**config.mk**
```make
export PLATFORM = sky130hd
export DESIGN_NAME = fdm_mul
export DESIGN_NICKNAME = d
export VERILOG_FILES = /design/src/design/fdm_pkg.sv /design/src/design/fdm_mul.sv
export SDC_FILE = /design/constraint.sdc
export NUM_CORES = 1
export LEC_CHECK = 0
export ABC_AREA = 1
export BUFFER_PORTS_ARGS = -buffer_cell sky130_fd_sc_hd__buf_2
export CORE_UTILIZATION = 45
export CTS_CLUSTER_DIAMETER = 60
export DETAILED_ROUTE_END_ITERATION = 10
export PLACE_DENSITY = 0.6
export SLEW_MARGIN = 20
export SYNTH_ARGS = -nofsm -noshare
export SYNTH_HDL_FRONTEND = slang
export SYNTH_SLANG_ARGS = --single-unit
```
**constraint.sdc**
```tcl
create_clock -name clock -period 16.15 [get_ports clock]
set_input_delay 0.8075 -clock clock [delete_from_list [all_inputs] [get_ports clock]]
set_output_delay 0.8075 -clock clock [all_outputs]
set_load 0.005 [all_outputs]
```
**src/design/fdm_pkg.sv**
```systemverilog
// Shared constants, widths and the store access struct of the stereo
// fractional delay mix core. Depends on nothing; every design file uses it.
`default_nettype none

package fdm_pkg;

   // Store geometry and sample format
   localparam int SAMPLE_BITS = 24;
   localparam int TOP_INDEX   = 16384;
   localparam int MAX_DELAY   = 16380;
   localparam int STORE_DEPTH = TOP_INDEX + 1;
   localparam int ADDR_BITS   = $clog2(STORE_DEPTH);

   // Configuration register widths
   localparam int DELAY_BITS = 14;
   localparam int FRAC_BITS  = 17;
   localparam int PHASE_BITS = 17;

   // Fixed point scales
   localparam int Q16_ONE    = 65536;
   localparam int Q15_ONE    = 32768;
   localparam int FRAC_SHIFT = 16;
   localparam int MIX_SHIFT  = 15;
   localparam int GAIN_BITS  = 16;

   // Shared multiplier operand and product widths
   localparam int OPA_BITS  = SAMPLE_BITS + 1;
   localparam int OPB_BITS  = 18;
   localparam int PROD_BITS = OPA_BITS + OPB_BITS;
   localparam int ACC_BITS  = PROD_BITS + 1;

   // Configuration port
   localparam int CSR_INDEX_BITS = 2;
   localparam int CSR_DATA_BITS  = 17;

   localparam logic [CSR_INDEX_BITS-1:0] REG_DELAY    = 2'd0;
   localparam logic [CSR_INDEX_BITS-1:0] REG_FRACTION = 2'd1;
   localparam logic [CSR_INDEX_BITS-1:0] REG_PHASE    = 2'd2;

   // One write and two reads of a channel store in the same cycle
   typedef struct packed {
      logic                 wr_en;
      logic                 rd_en;
      logic [ADDR_BITS-1:0] wr_addr;
      logic [ADDR_BITS-1:0] rd_addr_a;
      logic [ADDR_BITS-1:0] rd_addr_b;
   } store_req_type;

endpackage

`default_nettype wire

```
**src/design/fdm_mul.sv**
```systemverilog
// Shared signed multiplier with a registered product, reused for every
// product of an item. Depends on fdm_pkg for operand widths.
`default_nettype none

module fdm_mul (
   input  wire                                  clock,
   input  wire                                  en,
   input  wire  signed [fdm_pkg::OPA_BITS-1:0]  op_a,
   input  wire  signed [fdm_pkg::OPB_BITS-1:0]  op_b,
   output logic signed [fdm_pkg::PROD_BITS-1:0] prod
);

   logic signed [fdm_pkg::PROD_BITS-1:0] prod_ff;
   logic signed [fdm_pkg::PROD_BITS-1:0] prod_in;

   assign prod_in = fdm_pkg::PROD_BITS'(op_a) * fdm_pkg::PROD_BITS'(op_b);

   // Hold the product while disabled
   always_ff @(posedge clock) begin
      if (en) begin
         prod_ff <= prod_in;
      end
   end

   assign prod = prod_ff;

endmodule

`default_nettype wire

```
==> results of run 1 <==
==> critical path, delay by kind of cell <==
kind / cells / cell delay, ns
and+or+nand+nor: 8 / 1.10
buffers and inverters: 6 / 1.12
adders and majority gates: 7 / 3.56
==> path summary, 6_finish.rpt <==
path / startpoint / endpoint / slack, ns / cells past startpoint
min: op_a[0] / prod[0] / 1.06 / 3
max: op_b[0] / prod[38] / 9.58 / 21
==> cell usage after synthesis, drive strengths merged <==
cell type,n
xnor2,3
o21bai,8
edfxtp,43
o21ai,5
nand3b,3
nand4,8
nand3,51
xor2,21
nor2,92
ha,107
clkbuf,97
nor3,8
inv,772
fa,441
buf,6
nand2b,2
nand2,709
a21oi,28
a21o,2
or2,7
==> logic make-up (layout without fill, tap and decap cells) <==
kind of cell | after synthesis | count (layout)
fa+ha+maj | 548 | 548
simple gates | 880 | 880
flops | 43 | 43
xor+xnor | 24 | 24
other cells | 0 | 1
compound gates | 43 | 43
buf+inv | 875 | 867
==> metrics by stage <==
step	cells	setup WS [ns]	utilization, %	hold WS (ns)	instance area (sq um)
floorplan	2413	9.99	-	0.920	18800
global placement	2929	9.37	47.6	1.20	19500
detailed placement	2929	9.31	47.6	1.20	19500
CTS	2937	9.61	47.9	1.06	19600
global route	2937	9.21	47.9	1.09	19600
finish	2938	9.58	47.9	1.06	19600
==> layout make-up <==
cell class	count	area, sq um
clock inverters	2	12.5
multi-input cells	1495	14200
flip-flops and latches	43	1290
fillers	4087	21300
clock buffers	6	129
inverters	772	2900
repair buffers	87	435
diodes	1	2.50
well taps	532	666
==> per-layer routing <==
layer	routed length (um)	global-route usage, %
met5	0	0
met1	20500	31.7
met3	2630	2.19
met4	977	5.17
met2	25800	47.0
==> flow_summary.yaml, run 1 <==
grt:
  grt.total_usage_pct: 25.3
  overflow: 0
  grt_pass1_vias: 15946
  grt_max_degree: 44
  antenna_found_initial: 0
  grt_pass1_wl_um: 82100
logic_synthesis:
  yosysTopAreaCell: "fa_1"
  netlist_area_sq_mm: 0.0188
  synth_top_area_share_pct: 47.1
  ys.warnings.count: 0
  synth.distinct_cells: 28
  synth_top_family_by_area: "adder cells"
  synthCells: 2413
  synth_xor_area_share_pct: 1.12
  synth_simple_gate_area_share_pct: 18.9
  synth.area.top_cells: "fa_1 47%, inv_1 15%, nand2_1 14%, ha_1 7.1%, edfxtp_1 6.9%"
  synth_seq_area_share_pct: 6.88
  synthAdderAreaFrac_pct: 54.2
  synth_mux_area_share_pct: 0
  synth_compound_area_share_pct: 1.34
  synth_fp_nets: 3006
  yosys_register_bits: 43
  syn_avg_cell_area_sq_um: 7.77
run:
  cap_violations: 0
timing:
  fmaxAchievable_ghz: 0.152
  post-route-min-period_ns: 6.57
  worstMarginPinSlew_ns: 1.11
  rsz0062_at_grt: "no"
  min_period_over_period_pct: 40.7
  hold_viol: 0
  tns_ns: 0
  slew_violations: 0
  max_slew_margin_pct: 26.1
  setup_viol: 0
floorplan:
  core_area_sq_mm: 0.0409
  die_area_sq_mm: 0.0425
  chipWidth_um: 206
  io_pins: 88
  die_y_um: 206
  rows: 74
  start_util_pct: 45.8
setup_path:
  crit_chain: "buf_2 > nand2_1 > inv_1 > fa_1 > fa_1 > ha_1 > inv_1 > fa_1 > inv_1 > fa_1 > inv_1 > fa_1 > inv_1 > ha_1 > nand2_1 > nor2_1 > nand2_1 > nor2_1 > nand3_1 > nand4_1 > nand2_1"
  critical_path_class: "in -> reg"
  slowest_stage: "fa_1"
  cp_max_fo: 25
  end_kind: "flip-flop"
  required_ns: 16.20
  start_kind: "input pin"
  slowest_delay_ns: 0.54
  crit_arrival_ns: 6.62
cts:
  numCtsBuffers: 5
  cts_setup_buffers: 0
  h-tree-depth: 2
  cts_num_sinks: 43
  root_buffer: "clkbuf_16"
  cts_buffer_depth: 2
  clkSlewWorstSetupHoldPaths_ns: 0.06
  cts_tree: "built"
  cts_resized: 0
  hold_buffers: 0
place:
  gp_congestion: 0.895
  hpwl_um: 40100
  place.port_buffers: 87
routing:
  first_iter_violations: 811
  wire_per_inst_um: 17.0
  remaining_drc_errors: 0
  via_count: 14374
  drtAntennaViolNets: 0
  vias_per_cell: 4.89
  drtPass1Iterations: 5
  drt-total-wl_um: 50000
outcome:
  status: "completed"
cells_and_area:
  drive_above_1_share_pct: 5.99
  syn2layout_area_growth_pct: 4.58
  layout_commonest_cell: "inv_1"
  largest_register_ffs: 43
  layout_common_cells: "765 x inv_1, 695 x nand2_1, 441 x fa_1"
  nets: 2997
worst_hold_path:
  min_path_type: "in -> reg"
Power of run 1 is not shown: default switching activity piles up to over one toggle a cycle in this logic, so the estimate is an artifact.
==> run 2, diff against run 1 <==
ABC_AREA = 0   (was 1)
PLACE_DENSITY = 0.61   (was 0.6)
clock period = 6.7 ns   (was 16.15 ns; I/O delays follow)
==> run 2 against run 1 <==
- sequential share of layout area grew 0.23 points
- critical path depth grew 2
- utilization grew 2.4 points
- flip-flop and latch count is the same
- first-iteration DRC count shrank 26%
- design area shrank 3.3%
- final cell count shrank 16%
- count of clock-buffer cells in the layout shrank 1
- die area shrank 8.3%
- synthesized area shrank 8.3%
- non-clock buffer count grew 105
- hold slack lost 0.59 ns
- critical path type unchanged
- critical endpoint is now prod[39]
==> flow_summary.yaml, run 2 <==
outcome:
  status: "completed"
logic_synthesis:
  netlist_area_sq_mm: 0.0172
  synth.area.top_cells: "fa_1 51%, inv_1 11%, ha_1 7.8%, edfxtp_1 7.5%, nand2_1 6.1%"
  yosys_register_bits: 43
  synth.distinct_cells: 54
  yosysTopAreaCell: "fa_1"
  yosysMostFrequentCell: "inv_1"
  synthArstFlopShare_pct: 0
  synth_seq_area_share_pct: 7.51
  ys.flop_type: "edfxtp_1"
  syn_avg_cell_area_sq_um: 9.39
  synthCells: 1830
  ys.warnings.count: 0
  synth-edff-count: 43
  yosys-top-cells-count: "508 x inv_1, 441 x fa_1, 278 x nand2_1"
  synth_top_area_share_pct: 51.4
  synth_fp_nets: 2423
cells_and_area:
  syn2layout_area_growth_pct: 10.3
  drive_above_1_share_pct: 10.9
  seq_area_sq_mm: 0.00129
  layout_common_cells: "508 x inv_1, 441 x fa_1, 278 x nand2_1"
  largest_register_ffs: 43
  fillers: 3600
  multiInputGateArea_sq_mm: 0.0137
  nets: 2548
  layout_commonest_cell: "inv_1"
cts:
  cts_num_sinks: 43
  cts_tree: "built"
  cts_buffer_depth: 2
  clkSlewWorstSetupHoldPaths_ns: 0.07
  numCtsBuffers: 5
  cts_setup_buffers: 0
  h-tree-depth: 2
  root_buffer: "clkbuf_16"
routing:
  remaining_drc_errors: 0
  vias_per_cell: 4.98
  drtAntennaViolNets: 0
  first_iter_violations: 598
  drtPass1Iterations: 5
  drt-total-wl_um: 42600
  wire_per_inst_um: 17.3
  via_count: 12294
grt:
  antenna_found_initial: 2
  grt_max_degree: 44
  overflow: 0
  grt_pass1_vias: 13625
  use_met1_pct: 27.0
  grt.busiest_layer: "met2"
  grt_pass1_wl_um: 69700
  grt.total_usage_pct: 23.3
  globalRouteMet3Util_pct: 2.20
  use_met2_pct: 43.9
timing:
  max_slew_margin_pct: 30.8
  worstMarginPinSlew_ns: 1.04
  rsz0062_at_grt: "no"
  setup_viol: 0
  min_period_over_period_pct: 97.1
  hold_viol: 0
  fin_ws_ns: 0.195
  post-route-min-period_ns: 6.50
  slew_violations: 0
  fmaxAchievable_ghz: 0.154
setup_path:
  critPathMostFrequentCell: "fa_1"
  slowest_stage: "fa_1"
  slowest_delay_ns: 0.54
  crit_arrival_ns: 6.62
  end_kind: "flip-flop"
  required_ns: 6.82
  critical_path_class: "in -> reg"
  cp_max_fo: 13
  start_kind: "input pin"
  crit_chain: "buf_2 > buf_4 > and2_1 > fa_1 > inv_1 > fa_1 > inv_1 > fa_1 > fa_1 > fa_1 > inv_1 > fa_1 > inv_1 > ha_1 > a211oi_1 > o21ai_1 > a21oi_1 > o21a_1 > o31ai_4 > o311a_4 > o311ai_4 > or4b_1 > o311ai_1"
floorplan:
  core_area_sq_mm: 0.0377
  die_y_um: 197
  io_pins: 88
  die_area_sq_mm: 0.0390
  rows: 71
  chipWidth_um: 197
  start_util_pct: 45.6
place:
  dp_slack_ns: -0.128
  place.port_buffers: 87
  gp_congestion: 0.899
  hpwl_um: 37200
run:
  cap_violations: 0
worst_hold_path:
  min_path_type: "in -> reg"
==> run 2: cell count changes after synthesis, moves of 10 or more <==
cell,previous run,this run
nand2_1,695,278
inv_1,765,508
and2_1,0,163
nor2_1,82,32
nand3_1,47,8
xnor2_1,3,37
clkbuf_1,97,72
nand2_2,14,0
xor2_1,21,7
a21o_1,2,15
nand2b_1,0,10
==> run 2: layer usage <==
metal	routed length, um	share of wire (%)	up-vias
met3	1520	3.6	92
met5	10	0.023	-
met1	15900	37	6400
met2	23400	55	307
li1	-	-	5493
met4	1820	4.3	2
==> run 2: cells by family (layout without fill, tap and decap cells) <==
| group | after synthesis | after routing | synth area share (%) |
|---|---|---|---|
| other | 0 | 1 | 0 |
| and+or+nand+nor | 511 | 511 | 14.1 |
| AOI/OAI and AO/OA | 102 | 102 | 4.29 |
| xor gates and xnor gates | 44 | 44 | 2.24 |
| DFF | 43 | 43 | 7.51 |
| buffers and inverters | 582 | 708 | 12.7 |
| adders and majority gates | 548 | 548 | 59.1 |
==> run 2: path summary, 6_finish.rpt <==
check	cells past startpoint	to	startpoint	slack [ns]
hold / removal	2	prod[0]	op_a[0]	0.48
setup / recovery	23	prod[39]	op_b[6]	0.20
==> run 2: repair_timing <==
item,4_1_cts,5_1_grt
setup endpoints to repair,0,1
resized for setup,0,2
hold buffers,0,0
==> run 2: final cells by class <==
class                      count  share of cell area [%]
inverter                     508                    10.1
sequential                    43                    6.81
antenna                        1                  0.0132
clock inverter                 3                   0.139
tap                          511                    3.37
multi-input combinational   1205                    72.3
timing repair buffer         192                    6.61
clock buffer                   5                   0.660
==> run 2: through the flow <==
stage               instances  area [sq um]  util (%)  setup TNS (ns)  hold WS (ns)
floorplan                1830         17200         -               0         0.447
global placement         2459         18800      49.9         -0.0893         0.725
detailed placement       2459         18800      49.9          -0.220         0.725
CTS                      2467         18900      50.3               0         0.472
global route             2468         19000      50.3               0         0.485
finish                   2468         19000      50.3               0         0.477
==> run 2: worst max-delay path, delay by kind of cell <==
family	cells	cell delay, ns
and+or+nand+nor	2	0.63
buffers and inverters	6	0.58
AOI/OAI and AO/OA	8	1.69
adders and majority gates	7	3.37
Power of run 2 is left out for the same reason.
==> run 3, diff against run 2 <==
CAP_MARGIN = 5   (was unset)
CORE_UTILIZATION = 60   (was 45)
PLACE_DENSITY = 0.77   (was 0.61)
==> run 3 against run 2 <==
- utilization is 16 points higher
- count of clock-buffer cells in the layout unchanged
- worst setup slack better by 0.040 ns
- critical path depth down 2
- global-route usage grew 7.2 points
- design area down 2.1%
- first-iteration DRC count rose by 0.50%
==> flow_summary.yaml, run 3 (synthesized netlist as in run 2, its figures left out) <==
routing:
  drtAntennaViolNets: 0
  via_count: 12477
  remaining_drc_errors: 0
  wire_per_inst_um: 17.8
  vias_per_cell: 5.42
  drtPass1Iterations: 6
  drt-total-wl_um: 40800
  first_iter_violations: 601
cells_and_area:
  drive_above_1_share_pct: 9.42
  layout_commonest_cell: "inv_1"
  fillers: 2269
  num_antenna_cells: 0
  multiInputGateArea_sq_mm: 0.0137
  seq_area_sq_mm: 0.00129
  nets: 2514
  largest_register_ffs: 43
  syn2layout_area_growth_pct: 7.94
  layout_common_cells: "508 x inv_1, 441 x fa_1, 278 x nand2_1"
  utilization_pct: 66.2
floorplan:
  io_pins: 88
  chipWidth_um: 171
  core_area_sq_mm: 0.0280
  start_util_pct: 61.4
  rows: 61
  die_y_um: 171
  die_area_sq_mm: 0.0293
cts:
  cts_setup_buffers: 0
  cts_tree: "built"
  root_buffer: "clkbuf_16"
  h-tree-depth: 2
  cts_buffer_depth: 2
  clkSlewWorstSetupHoldPaths_ns: 0.07
  hold_buffers: 0
  numCtsBuffers: 5
  cts_num_sinks: 43
  cts_resized: 0
place:
  hpwl_um: 34900
  gp_congestion: 0.906
  place.port_buffers: 87
outcome:
  status: "completed"
grt:
  grt_pass1_vias: 13897
  antenna_found_initial: 0
  grt.total_usage_pct: 30.5
  overflow: 0
  grt_pass1_wl_um: 67900
  grt_max_degree: 44
setup_path:
  critical_path_class: "in -> reg"
  crit_arrival_ns: 6.58
  start_kind: "input pin"
  startpoint: "op_b[9]"
  required_ns: 6.82
  cp_max_fo: 19
  end_kind: "flip-flop"
timing:
  post-route-min-period_ns: 6.46
  slew_violations: 0
  setup_viol: 0
  rsz0062_at_grt: "no"
  tns_ns: 0
  min_period_over_period_pct: 96.5
  fmaxAchievable_ghz: 0.155
  hold_viol: 0
  max_slew_margin_pct: 33.3
  worstMarginPinSlew_ns: 1.00
worst_hold_path:
  min_path_type: "in -> reg"
  hold_start: "en"
run:
  cap_violations: 0
run 3: layer usage:
layer,track usage [%],routed length (um),share of wire [%],up-vias
met5,0,0,0,-
met1,34.2,14200,35,6440
met2,56.5,22100,54,458
li1,-,-,-,5430
met4,17.7,2550,6.2,0
met3,2.85,1940,4.8,149
run 3: worst paths after layout:
kind | to | slack, ns | cells past startpoint
setup / recovery | prod[39] | 0.24 | 21
hold / removal | prod[42] | 0.74 | 1
run 3: per-stage QoR:
stage          cells  hold WS [ns]  instance area, sq um  worst slack (ns)
2_1_floorplan   1830         0.447                 17200            0.0738
3_3_place_gp    2292         0.727                 18400            -0.128
3_5_place_dp    2292         0.726                 18400            -0.187
4_1_cts         2300         0.744                 18500            0.0829
5_1_grt         2300         0.768                 18600           0.00781
6_report        2300         0.743                 18600             0.236
run 3: cell type report:
cell class / count / area share [%]
well taps: 378 / 2.55
repair buffers: 158 / 5.42
clock inverters: 3 / 0.128
multi-input cells: 1205 / 74.0
inverters: 508 / 10.3
clock buffers: 5 / 0.674
flip-flops and latches: 43 / 6.96
run 3: critical path, stage by stage:
cell and delay, ns:
buf_2 0.37, nand2_1 0.15, fa_1 0.55, inv_1 0.05, fa_1 0.41, fa_1 0.47, fa_1 0.50, fa_1 0.49
inv_1 0.05, fa_1 0.49, inv_1 0.07, ha_1 0.33, a21oi_1 0.20, nand2_1 0.07, a221o_1 0.36, a31oi_4 0.24
o31ai_4 0.13, o311a_4 0.39, o311ai_4 0.31, or4b_1 0.47, o311ai_1 0.10
Power of run 3 is left out for the same reason.
